$ cat src/kcs_pkg.sv
package kcs_pkg;

  // Field and register widths.
  localparam int DELTA_W    = 24;
  localparam int NORM_W     = DELTA_W + 1;
  localparam int LIMIT_W    = 17;
  localparam int FRAC_W     = 16;
  localparam int CNT_W      = 32;
  localparam int CFG_IDX_W  = 2;
  localparam int CFG_DATA_W = 24;

  // The pair judge runs four products side by side.
  localparam int MUL_LANES = 4;

  // Register values after reset.
  localparam logic [DELTA_W-1:0] SHORT_RST   = DELTA_W'(52);
  localparam logic [DELTA_W-1:0] LONG_RST    = DELTA_W'(104);
  localparam logic [DELTA_W-1:0] SILENCE_RST = DELTA_W'(208);
  localparam logic [LIMIT_W-1:0] LIMIT_RST   = LIMIT_W'(22938);

  // Result symbol codes.
  typedef enum logic [1:0] {
    SYM_ZERO    = 2'd0,
    SYM_ONE     = 2'd1,
    SYM_SPACE   = 2'd2,
    SYM_UNKNOWN = 2'd3
  } kcs_sym_e;

  // Configuration register indexes.
  typedef enum logic [CFG_IDX_W-1:0] {
    REG_SHORT   = 2'd0,
    REG_LONG    = 2'd1,
    REG_SILENCE = 2'd2,
    REG_LIMIT   = 2'd3
  } kcs_reg_e;

endpackage

$ cat src/kcs_ser_mul.sv
module kcs_ser_mul #(
  parameter int AW    = kcs_pkg::NORM_W,
  parameter int BW    = kcs_pkg::DELTA_W,
  parameter int LANES = kcs_pkg::MUL_LANES
) (
  input  logic                           clk_i,
  input  logic                           rst_ni,
  input  logic                           start_i,
  input  logic [LANES-1:0][AW-1:0]       a_i,
  input  logic [LANES-1:0][BW-1:0]       b_i,
  output logic                           done_o,
  output logic [LANES-1:0][AW+BW-1:0]    prod_o
);

  localparam int CW = $clog2(BW + 1);
  localparam logic [CW-1:0] LAST_STEP = CW'(BW - 1);

  logic                        busy_q;
  logic                        done_q;
  logic [CW-1:0]               cnt_q;
  logic [LANES-1:0][AW-1:0]    a_q;
  logic [LANES-1:0][AW+BW-1:0] p_q;
  logic [LANES-1:0][AW+BW-1:0] p_d;
  logic [LANES-1:0][AW:0]      sum_w;

  // One multiplier bit per cycle: add the multiplicand to the upper half and shift right.
  always_comb begin
    for (int l = 0; l < LANES; l++) begin
      sum_w[l] = {1'b0, p_q[l][AW+BW-1:BW]} + (p_q[l][0] ? {1'b0, a_q[l]} : '0);
      p_d[l]   = {sum_w[l], p_q[l][BW-1:1]};
    end
  end

  // Step counter and completion pulse.
  always_ff @(posedge clk_i or negedge rst_ni) begin
    if (!rst_ni) begin
      busy_q <= 1'b0;
      done_q <= 1'b0;
      cnt_q  <= '0;
    end else begin
      done_q <= 1'b0;
      if (start_i) begin
        busy_q <= 1'b1;
        cnt_q  <= '0;
      end else if (busy_q) begin
        cnt_q <= cnt_q + CW'(1);
        if (cnt_q == LAST_STEP) begin
          busy_q <= 1'b0;
          done_q <= 1'b1;
        end
      end
    end
  end

  // Product shift registers.
  always_ff @(posedge clk_i) begin
    if (start_i) begin
      for (int l = 0; l < LANES; l++) begin
        a_q[l] <= a_i[l];
        p_q[l] <= {{AW{1'b0}}, b_i[l]};
      end
    end else if (busy_q) begin
      p_q <= p_d;
    end
  end

  assign done_o = done_q;
  assign prod_o = p_q;

endmodule

$ cat src/kcs_ser_div.sv
module kcs_ser_div #(
  parameter int NW = kcs_pkg::NORM_W,
  parameter int DW = kcs_pkg::DELTA_W
) (
  input  logic          clk_i,
  input  logic          rst_ni,
  input  logic          start_i,
  input  logic [NW-1:0] num_i,
  input  logic [DW-1:0] den_i,
  output logic          done_o,
  output logic [NW-1:0] quo_o
);

  localparam int CW = $clog2(NW + 1);
  localparam logic [CW-1:0] LAST_STEP = CW'(NW - 1);

  logic          busy_q;
  logic          done_q;
  logic [CW-1:0] cnt_q;
  logic [DW-1:0] den_q;
  logic [DW-1:0] rem_q;
  logic [NW-1:0] quo_q;
  logic [DW:0]   shifted_w;
  logic [DW:0]   diff_w;
  logic          ge_w;

  // Restoring division, one quotient bit per cycle.
  always_comb begin
    shifted_w = {rem_q, quo_q[NW-1]};
    diff_w    = shifted_w - {1'b0, den_q};
    ge_w      = shifted_w >= {1'b0, den_q};
  end

  // Step counter and completion pulse.
  always_ff @(posedge clk_i or negedge rst_ni) begin
    if (!rst_ni) begin
      busy_q <= 1'b0;
      done_q <= 1'b0;
      cnt_q  <= '0;
    end else begin
      done_q <= 1'b0;
      if (start_i) begin
        busy_q <= 1'b1;
        cnt_q  <= '0;
      end else if (busy_q) begin
        cnt_q <= cnt_q + CW'(1);
        if (cnt_q == LAST_STEP) begin
          busy_q <= 1'b0;
          done_q <= 1'b1;
        end
      end
    end
  end

  // Remainder and quotient shift registers.
  always_ff @(posedge clk_i) begin
    if (start_i) begin
      den_q <= den_i;
      rem_q <= '0;
      quo_q <= num_i;
    end else if (busy_q) begin
      rem_q <= ge_w ? diff_w[DW-1:0] : shifted_w[DW-1:0];
      quo_q <= {quo_q[NW-2:0], ge_w};
    end
  end

  assign done_o = done_q;
  assign quo_o  = quo_q;

endmodule

$ cat src/kcs_half_period_classifier_unit.sv
// Channel  | Direction | Handshake                  | Payload
// ---------+-----------+----------------------------+-------------------------------------
// in       | input     | in_valid_i / in_stall_o    | delta_ticks_i, end_of_stream_i
// out      | output    | out_valid_o / out_stall_i  | symbol_code_o, repeat_count_o,
//          |           |                            | last_of_run_o, *_total_o
// cfg      | input     | cfg_we_i                   | cfg_index_i, cfg_wdata_i
//
// An item that completes a pair is judged with the 24-step bit-serial multiplier.
// An item alone that is a space run is counted with the 25-step serial divider.
// A failed pair followed by a space run uses the multiplier, then the divider; a held item neither.
// One item is worked on at a time; the next is taken once the previous one's results are queued
// in the output register, so a stalled output only blocks once the next result is ready.
// Reset clears the held duration, the totals and the output valid; registers return to defaults.
module kcs_half_period_classifier_unit (
  input  logic                              clk_i,
  input  logic                              rst_ni,
  input  logic                              cfg_we_i,
  input  logic [kcs_pkg::CFG_IDX_W-1:0]     cfg_index_i,
  input  logic [kcs_pkg::CFG_DATA_W-1:0]    cfg_wdata_i,
  input  logic                              in_valid_i,
  output logic                              in_stall_o,
  input  logic [kcs_pkg::DELTA_W-1:0]       delta_ticks_i,
  input  logic                              end_of_stream_i,
  output logic                              out_valid_o,
  input  logic                              out_stall_i,
  output logic [1:0]                        symbol_code_o,
  output logic [kcs_pkg::DELTA_W-1:0]       repeat_count_o,
  output logic                              last_of_run_o,
  output logic [kcs_pkg::CNT_W-1:0]         zero_total_o,
  output logic [kcs_pkg::CNT_W-1:0]         one_total_o,
  output logic [kcs_pkg::CNT_W-1:0]         space_total_o,
  output logic [kcs_pkg::CNT_W-1:0]         unknown_total_o
);

  import kcs_pkg::*;

  localparam int PROD_W = NORM_W + DELTA_W;
  localparam int LIM_W  = NORM_W + FRAC_W;
  localparam int LANE_ZS = 0;  // zero error times short target
  localparam int LANE_OL = 1;  // one error times long target
  localparam int LANE_LL = 2;  // limit times long target
  localparam int LANE_LS = 3;  // limit times short target
  localparam logic [CNT_W-1:0] CNT_MAX = '1;

  typedef enum logic [2:0] {
    S_IDLE,
    S_MUL,
    S_ALONE,
    S_DIV,
    S_EMIT
  } state_e;

  function automatic logic [DELTA_W-1:0] abs_diff(logic [DELTA_W-1:0] a, logic [DELTA_W-1:0] b);
    abs_diff = (a > b) ? (a - b) : (b - a);
  endfunction

  state_e               state_q;
  logic [DELTA_W-1:0]   short_q;
  logic [DELTA_W-1:0]   long_q;
  logic [DELTA_W-1:0]   silence_q;
  logic [LIMIT_W-1:0]   limit_q;

  logic [DELTA_W-1:0]   held_q;
  logic                 held_valid_q;
  logic [DELTA_W-1:0]   d_q;
  logic                 eos_q;
  logic [NORM_W-1:0]    nz_q;
  logic [NORM_W-1:0]    no_q;

  kcs_sym_e             pend_code_q;
  logic [DELTA_W-1:0]   pend_rep_q;
  logic                 pend_last_q;
  logic                 after_alone_q;

  logic                 out_valid_q;
  kcs_sym_e             out_code_q;
  logic [DELTA_W-1:0]   out_rep_q;
  logic                 out_last_q;

  logic [CNT_W-1:0]     zero_cnt_q;
  logic [CNT_W-1:0]     one_cnt_q;
  logic [CNT_W-1:0]     space_cnt_q;
  logic [CNT_W-1:0]     unknown_cnt_q;

  logic                 in_accept;
  logic                 out_load;
  logic [NORM_W-1:0]    nz_w;
  logic [NORM_W-1:0]    no_w;
  logic [DELTA_W-1:0]   sil_thr_w;
  logic                 sil_w;
  logic [NORM_W-1:0]    div_num_w;
  logic [DELTA_W-1:0]   space_rep_w;
  logic                 z_le_o_w;
  logic                 z_ok_w;
  logic                 o_ok_w;
  kcs_sym_e             pair_code_w;
  logic [CNT_W:0]       space_sum_w;

  logic                               mul_done;
  logic [MUL_LANES-1:0][NORM_W-1:0]   mul_a;
  logic [MUL_LANES-1:0][DELTA_W-1:0]  mul_b;
  logic [MUL_LANES-1:0][PROD_W-1:0]   mul_p;
  logic                               div_start;
  logic                               div_done;
  logic [NORM_W-1:0]                  div_quo;

  // Handshakes.
  assign in_stall_o = (state_q != S_IDLE);
  assign in_accept  = in_valid_i && (state_q == S_IDLE);
  assign out_load   = (state_q == S_EMIT) && (!out_valid_q || !out_stall_i);

  // Pair distances from both targets, formed as the second duration arrives.
  always_comb begin
    nz_w = {1'b0, abs_diff(held_q, long_q)} + {1'b0, abs_diff(delta_ticks_i, long_q)};
    no_w = {1'b0, abs_diff(held_q, short_q)} + {1'b0, abs_diff(delta_ticks_i, short_q)};
    mul_a[LANE_ZS] = nz_w;
    mul_a[LANE_OL] = no_w;
    mul_a[LANE_LL] = {{(NORM_W-LIMIT_W){1'b0}}, limit_q};
    mul_a[LANE_LS] = {{(NORM_W-LIMIT_W){1'b0}}, limit_q};
    mul_b[LANE_ZS] = short_q;
    mul_b[LANE_OL] = long_q;
    mul_b[LANE_LL] = long_q;
    mul_b[LANE_LS] = short_q;
  end

  // Pair decision from the finished products; a zero target never wins.
  always_comb begin
    if (long_q == '0) begin
      z_le_o_w = (short_q == '0);
    end else if (short_q == '0) begin
      z_le_o_w = 1'b1;
    end else begin
      z_le_o_w = mul_p[LANE_ZS] <= mul_p[LANE_OL];
    end
    z_ok_w = (long_q != '0) &&
             ({1'b0, nz_q, {FRAC_W{1'b0}}} <= {mul_p[LANE_LL][LIM_W-1:0], 1'b0});
    o_ok_w = (short_q != '0) &&
             ({1'b0, no_q, {FRAC_W{1'b0}}} <= {mul_p[LANE_LS][LIM_W-1:0], 1'b0});
    if (z_le_o_w && z_ok_w) begin
      pair_code_w = SYM_ZERO;
    end else if (!z_le_o_w && o_ok_w) begin
      pair_code_w = SYM_ONE;
    end else begin
      pair_code_w = SYM_UNKNOWN;
    end
  end

  // Silence test and rounded space count of the current duration.
  always_comb begin
    sil_thr_w   = silence_q - {2'b00, silence_q[DELTA_W-1:2]};
    sil_w       = (silence_q != '0) && (d_q >= sil_thr_w);
    div_num_w   = {1'b0, d_q} + {2'b00, silence_q[DELTA_W-1:1]};
    space_rep_w = (div_quo[DELTA_W-1:0] == '0) ? DELTA_W'(1) : div_quo[DELTA_W-1:0];
    space_sum_w = {1'b0, space_cnt_q} + {{(CNT_W+1-DELTA_W){1'b0}}, pend_rep_q};
  end

  assign div_start = (state_q == S_ALONE) && sil_w;

  kcs_ser_mul #(
    .AW    (NORM_W),
    .BW    (DELTA_W),
    .LANES (MUL_LANES)
  ) u_mul (
    .clk_i   (clk_i),
    .rst_ni  (rst_ni),
    .start_i (in_accept && held_valid_q),
    .a_i     (mul_a),
    .b_i     (mul_b),
    .done_o  (mul_done),
    .prod_o  (mul_p)
  );

  kcs_ser_div #(
    .NW (NORM_W),
    .DW (DELTA_W)
  ) u_div (
    .clk_i   (clk_i),
    .rst_ni  (rst_ni),
    .start_i (div_start),
    .num_i   (div_num_w),
    .den_i   (silence_q),
    .done_o  (div_done),
    .quo_o   (div_quo)
  );

  // Configuration registers.
  always_ff @(posedge clk_i or negedge rst_ni) begin
    if (!rst_ni) begin
      short_q   <= SHORT_RST;
      long_q    <= LONG_RST;
      silence_q <= SILENCE_RST;
      limit_q   <= LIMIT_RST;
    end else if (cfg_we_i) begin
      unique case (cfg_index_i)
        REG_SHORT:   short_q   <= cfg_wdata_i[DELTA_W-1:0];
        REG_LONG:    long_q    <= cfg_wdata_i[DELTA_W-1:0];
        REG_SILENCE: silence_q <= cfg_wdata_i[DELTA_W-1:0];
        REG_LIMIT:   limit_q   <= cfg_wdata_i[LIMIT_W-1:0];
        default: ;
      endcase
    end
  end

  // Sequencer, held duration, output register and totals.
  always_ff @(posedge clk_i or negedge rst_ni) begin
    if (!rst_ni) begin
      state_q       <= S_IDLE;
      held_q        <= '0;
      held_valid_q  <= 1'b0;
      d_q           <= '0;
      eos_q         <= 1'b0;
      nz_q          <= '0;
      no_q          <= '0;
      pend_code_q   <= SYM_ZERO;
      pend_rep_q    <= '0;
      pend_last_q   <= 1'b0;
      after_alone_q <= 1'b0;
      out_valid_q   <= 1'b0;
      out_code_q    <= SYM_ZERO;
      out_rep_q     <= '0;
      out_last_q    <= 1'b0;
      zero_cnt_q    <= '0;
      one_cnt_q     <= '0;
      space_cnt_q   <= '0;
      unknown_cnt_q <= '0;
    end else begin
      if (out_valid_q && !out_stall_i) begin
        out_valid_q <= 1'b0;
      end
      unique case (state_q)
        S_IDLE: begin
          if (in_accept) begin
            d_q   <= delta_ticks_i;
            eos_q <= end_of_stream_i;
            if (held_valid_q) begin
              nz_q         <= nz_w;
              no_q         <= no_w;
              held_valid_q <= 1'b0;
              state_q      <= S_MUL;
            end else begin
              state_q <= S_ALONE;
            end
          end
        end
        S_MUL: begin
          if (mul_done) begin
            pend_rep_q <= DELTA_W'(1);
            if (pair_code_w != SYM_UNKNOWN) begin
              pend_code_q   <= pair_code_w;
              pend_last_q   <= 1'b1;
              after_alone_q <= 1'b0;
            end else begin
              // The second duration is judged again on its own.
              pend_code_q   <= SYM_UNKNOWN;
              pend_last_q   <= !(sil_w || eos_q);
              after_alone_q <= 1'b1;
            end
            state_q <= S_EMIT;
          end
        end
        S_ALONE: begin
          if (sil_w) begin
            state_q <= S_DIV;
          end else if (eos_q) begin
            pend_code_q   <= SYM_UNKNOWN;
            pend_rep_q    <= DELTA_W'(1);
            pend_last_q   <= 1'b1;
            after_alone_q <= 1'b0;
            state_q       <= S_EMIT;
          end else begin
            held_q       <= d_q;
            held_valid_q <= 1'b1;
            state_q      <= S_IDLE;
          end
        end
        S_DIV: begin
          if (div_done) begin
            pend_code_q   <= SYM_SPACE;
            pend_rep_q    <= space_rep_w;
            pend_last_q   <= 1'b1;
            after_alone_q <= 1'b0;
            state_q       <= S_EMIT;
          end
        end
        S_EMIT: begin
          if (out_load) begin
            out_valid_q <= 1'b1;
            out_code_q  <= pend_code_q;
            out_rep_q   <= pend_rep_q;
            out_last_q  <= pend_last_q;
            case (pend_code_q)
              SYM_ZERO: begin
                if (zero_cnt_q != CNT_MAX) zero_cnt_q <= zero_cnt_q + CNT_W'(1);
              end
              SYM_ONE: begin
                if (one_cnt_q != CNT_MAX) one_cnt_q <= one_cnt_q + CNT_W'(1);
              end
              SYM_SPACE: begin
                space_cnt_q <= space_sum_w[CNT_W] ? CNT_MAX : space_sum_w[CNT_W-1:0];
              end
              default: begin
                if (unknown_cnt_q != CNT_MAX) unknown_cnt_q <= unknown_cnt_q + CNT_W'(1);
              end
            endcase
            state_q <= after_alone_q ? S_ALONE : S_IDLE;
          end
        end
        default: state_q <= S_IDLE;
      endcase
    end
  end

  // The totals shown belong to the item in the output register.
  assign out_valid_o     = out_valid_q;
  assign symbol_code_o   = out_code_q;
  assign repeat_count_o  = out_rep_q;
  assign last_of_run_o   = out_last_q;
  assign zero_total_o    = zero_cnt_q;
  assign one_total_o     = one_cnt_q;
  assign space_total_o   = space_cnt_q;
  assign unknown_total_o = unknown_cnt_q;

  // Serial units finish only while the sequencer waits for them.
  a_mul_done_in_mul: assert property (@(posedge clk_i) disable iff (!rst_ni)
    mul_done |-> state_q == S_MUL)
    else $error("multiplier finished outside the pair state");

  a_div_done_in_div: assert property (@(posedge clk_i) disable iff (!rst_ni)
    div_done |-> state_q == S_DIV)
    else $error("divider finished outside the space state");

  // Totals move only when an item is loaded into the output register.
  a_totals_stable: assert property (@(posedge clk_i) disable iff (!rst_ni)
    !out_load |=> $stable(zero_cnt_q) && $stable(one_cnt_q) &&
                  $stable(space_cnt_q) && $stable(unknown_cnt_q))
    else $error("totals changed without a result");

  // A space run counts at least one space; every other symbol counts one.
  a_repeat_range: assert property (@(posedge clk_i) disable iff (!rst_ni)
    out_valid_o |-> (symbol_code_o == SYM_SPACE) ? (repeat_count_o != '0)
                                                  : (repeat_count_o == DELTA_W'(1)))
    else $error("repeat count out of range");

endmodule
$ cat config.mk
export PLATFORM = sky130hd
export DESIGN_NAME = kcs_half_period_classifier_unit
export DESIGN_NICKNAME = d
export VERILOG_FILES = /design/src/kcs_pkg.sv /design/src/kcs_ser_mul.sv /design/src/kcs_ser_div.sv /design/src/kcs_half_period_classifier_unit.sv
export SDC_FILE = /design/constraint.sdc
export NUM_CORES = 2
export LEC_CHECK = 0
export CAP_MARGIN = 20
export CORE_UTILIZATION = 44
export CTS_CLUSTER_DIAMETER = 150
export DETAILED_ROUTE_END_ITERATION = 10
export DONT_BUFFER_PORTS = 1
export SLEW_MARGIN = 25
export SYNTH_ARGS = -nofsm -noshare
export SYNTH_HDL_FRONTEND = slang
export SYNTH_SLANG_ARGS = --single-unit
$ cat constraint.sdc
create_clock -name clk_i -period 8.2 [get_ports clk_i]
set_input_delay 1.23 -clock clk_i [delete_from_list [all_inputs] [get_ports clk_i]]
set_output_delay 1.23 -clock clk_i [all_outputs]
set_load 0.01 [all_outputs]
==> results list <==
* Result of the run: finished with violations
- The checks that failed: max-slew violations.
- The share of synthesized area in the top cell type comes to 0.187.
* Arrival time at the worst endpoint: 7.18 ns
- In this run the cell area measured after placement is 51400 um2.
- Relative to the synthesized area, the layout overhead comes to 9.16%.
- Final total negative setup slack: 0 ns
- Latest clock arrival within the worst-skew pair: 0.70 ns
* Site row count: 123
- Post-synth top flop: sky130_fd_sc_hd__dfrtp_1
- Counting the buffers created by CTS gives 87.
- At the end of the flow the core is filled with cells to 0.485.
* Final standard cell area without fillers: 54500 um2
- Die Footprint: 115000 um2
- Input and output buffers added on the ports amount to 0.
- Sequential fraction of the synthesis area: 0.373
- Average instance area after synthesis: 9.16 um2
* Final setup fails: 0
- Number of antenna violations at the first check in global routing: 21
- After global routing the overflow that remains totals 0.
- Setup repair after global routing left no endpoint under its margin.
* FF+latch count, synth: 726
- For this run, the top clock speed supported by timing is 152 MHz.
- For this run, global-route usage on met3 was measured as 0.0692.
- Remaining routing DRC violations: 0
* Clock-pin slew of the registers on the worst-case setup and hold paths: 0.06 ns
* Fill count: 10.7k
- The number of hold buffers added after CTS was 0.
* Reg-to-reg setup timing slack: 1.60 ns
* Die width: 339 um
* Async SR Flop Fraction: 0.537
- Tcrit/Tclk final: 0.805
- Number of clock sinks: ~730
- Via Count: 39.7k
- Syn nets: ~6.1k
- In the layout the commonest cells are sky130_fd_sc_hd__nand2_1 (600), sky130_fd_sc_hd__ha_1 (541), sky130_fd_sc_hd__inv_1 (385), sky130_fd_sc_hd__dfrtp_1 (372), sky130_fd_sc_hd__a21oi_1 (370).
- After floorplanning, the core was sized to cover 112000 um2.
* Initial DRC Count: 2830
- For the worst setup path, the data required time is 8.78 ns.
- After clock tree synthesis, the setup repair step added 0 buffers.
- Of the total synthesized cell area, the portion taken by AND, OR, NAND and NOR gates is 0.153.
- Most frequent standard cell in the layout excluding fill and tap cells: sky130_fd_sc_hd__nand2_1
* Share of layout cells above drive strength 1: 0.0729
- The layer flagged by global routing as most heavily used is met2.
- The number of global-route vias before repair is 37.6k.
- Counting along the longest clock path gives a buffer depth of 3.
* Worst slew pin tran: 1.63 ns
- In the global route stage, overall resource usage came out at 0.268.
- Clock tree synthesis selected as its root buffer the cell sky130_fd_sc_hd__clkbuf_16.
* Total standard cell area after synthesis: 49900 um2
* Sum of net half-perimeters after detailed placement: around 120000 um
* IO Count: 213
- Hold Path Class: input pin to asynchronous set/reset pin
- Crit path time final: ~6.6 ns
* Adder and majority cell fraction of the synthesized area: 0.143
- PostCTS Resize Cnt: 0
- Ys Warns: 0
- Gate count after technology mapping: roughly 5.5k
* Worst hold slack across all endpoints: 0.230 ns
* Wire length per cell after detailed routing: 22.5 um
* Synth unique cells: 93
- The max-slew violation count was about 150.
- The synthesized design spends more area on one cell type than any other, namely sky130_fd_sc_hd__dfrtp_1.
- Met1 track utilization from global routing: 0.350
* Die Y: 339 um
- Critical Setup Path Class: flip-flop to flip-flop
- The worst setup path is launched from a flip-flop.
- Number of nets at the end of the flow: 6001
* H-tree levels: 3
* Critical path peak fanout: 21
- The first global-routing pass estimated 237000 um of wire.
- GR Util met2: 0.424
* Via/cell ratio: 5.69
* First-pass detailed-route iteration total: 5
* Largest clock skew in the final design: 0.0485 ns
- The number of endpoints with negative hold slack in the final report came to 0.
* Synth Area in XOR/XNOR: 0.0628
- The detail route stage leaves a number of antenna-violating nets equal to 0.
- Maximum number of pins on one net before global-route repair: about 390
- Max Cap Viol: 0
* Clock tree from TritonCTS: done
- The compound-cell area share of the yosys netlist was 0.171.
* Main combinational cell family by area after synthesis: compound AO/OA/AOI/OAI gates
* Post-synthesis mux area share: 0.0537
- In this run, synthesis inferred 212 flip-flops with an integrated enable.
- STA classifies the critical path endpoint as a flip-flop.
- Tightest slew margin relative to the limit: -0.0860
- The routed design has 157000 um of wire.
- Gp weighted congestion: 0.989
* Largest cells by area after synthesis: sky130_fd_sc_hd__dfrtp_1 (19%), sky130_fd_sc_hd__ha_1 (14%), sky130_fd_sc_hd__edfxtp_1 (13%), sky130_fd_sc_hd__dfxtp_1 (5.0%), sky130_fd_sc_hd__nand2_1 (4.5%)
- Effective utilization at floorplan: 0.444
[Yosys cell counts (all sizes together), types with 9 or more instances]
master and instances:
nand2 603, ha 541, inv 387, dfrtp 373
a21oi 371, o21ai 360, nor2 350, xnor2 224
edfxtp 212, a21o 187, clkbuf 153, mux2 140
xor2 134, dfxtp 124, nand3 118, mux2i 110
and2 103, nor3 84, nand4 76, o22ai 62
a211oi 58, and3 55, nor2b 49, o21a 48
nor4 45, nand2b 43, a31oi 40, o211ai 35
buf 32, o21bai 32, o31ai 26, or3 21
or2 20, fa 18, dfstp 17, nand3b 15
a221oi 13, and4 13, a2111oi 10, o31a 10
o41ai 10, a21boi 9, or4 9
[per-stage QoR]
stage | std cells | setup WS, ns
after floorplan | 5452 | 1.78
after global placement | 6796 | 1.47
after detailed placement | 6797 | 1.36
after CTS | 6961 | 1.75
after global routing | 6964 | 1.14
final | 6968 | 1.60
[flip-flops by register name, summed over array words and instances (netlist names), 25 cells and up]
name,count
u_mul.prod_o,196
u_mul.a_q,67
space_total_o,32
nz_q,25
zero_total_o,32
one_total_o,32
no_q,25
unknown_total_o,32
u_div.quo_o,25
[worst max-delay path, cell delays in order, from the launching register on]
cell and delay (ns):
sky130_fd_sc_hd__dfrtp_1 0.53, sky130_fd_sc_hd__inv_1 0.22, sky130_fd_sc_hd__ha_1 0.41, sky130_fd_sc_hd__nand4_2 0.21, sky130_fd_sc_hd__nor4_4 0.41, sky130_fd_sc_hd__o211ai_1 0.20, sky130_fd_sc_hd__nand3_2 0.20, sky130_fd_sc_hd__nand2_1 0.53
sky130_fd_sc_hd__nor3_1 0.36, sky130_fd_sc_hd__a21oi_1 0.07, sky130_fd_sc_hd__a221oi_1 0.40, sky130_fd_sc_hd__xnor2_1 0.15, sky130_fd_sc_hd__ha_1 0.37, sky130_fd_sc_hd__a21o_1 0.17, sky130_fd_sc_hd__a31o_2 0.23, sky130_fd_sc_hd__a211oi_1 0.37
sky130_fd_sc_hd__o2bb2ai_1 0.31, sky130_fd_sc_hd__o211ai_1 0.23, sky130_fd_sc_hd__o41ai_1 0.46, sky130_fd_sc_hd__o21ai_0 0.19, sky130_fd_sc_hd__xor2_1 0.18, sky130_fd_sc_hd__mux2_2 0.27
[routing by layer]
metal | part of all wire | routed length, um
met1 | 0.44 | 69300
met2 | 0.45 | 70500
met3 | 0.067 | 10600
met4 | 0.041 | 6390
met5 | 0.0015 | 230
[cell families (layout without fill, tap and decap cells)]
logic type / count (synthesis) / count (layout)
AND/OR/NAND/NOR: 1624 / 1624
AO/OA/AOI/OAI: 1361 / 1361
flip-flops: 726 / 726
buffers and inverters: 574 / 583
adder cells (fa/ha/maj): 559 / 559
XOR/XNOR: 358 / 358
multiplexers: 250 / 250
other: 0 / 7
[final cells by class]
class | count | area (um2) | share of cell area
multi-input combinational | 4152 | 29200 | 0.536
sequential | 726 | 18600 | 0.342
clock buffer | 117 | 2440 | 0.0448
tap | 1500 | 1880 | 0.0344
inverter | 389 | 1470 | 0.0270
clock inverter | 47 | 636 | 0.0117
timing repair buffer | 30 | 245 | 0.00450
antenna | 7 | 17.5 | 0.000321
[final timing paths]
check	from	to	cells past startpoint
worst max-delay path	long_q[17]	nz_q[23]	21
worst min-delay path	rst_ni	one_total_o[13]	0
worst max register to register	long_q[17]	nz_q[23]	21
worst min register to register	limit_q[16]	u_mul.a_q[66]	0
max in group asynchronous	rst_ni	short_q[1]	0
min in group clk_i	limit_q[16]	u_mul.a_q[66]	0
Power is not shown: default switching activity piles up to over one toggle a cycle in this logic, so the estimate is an artifact.
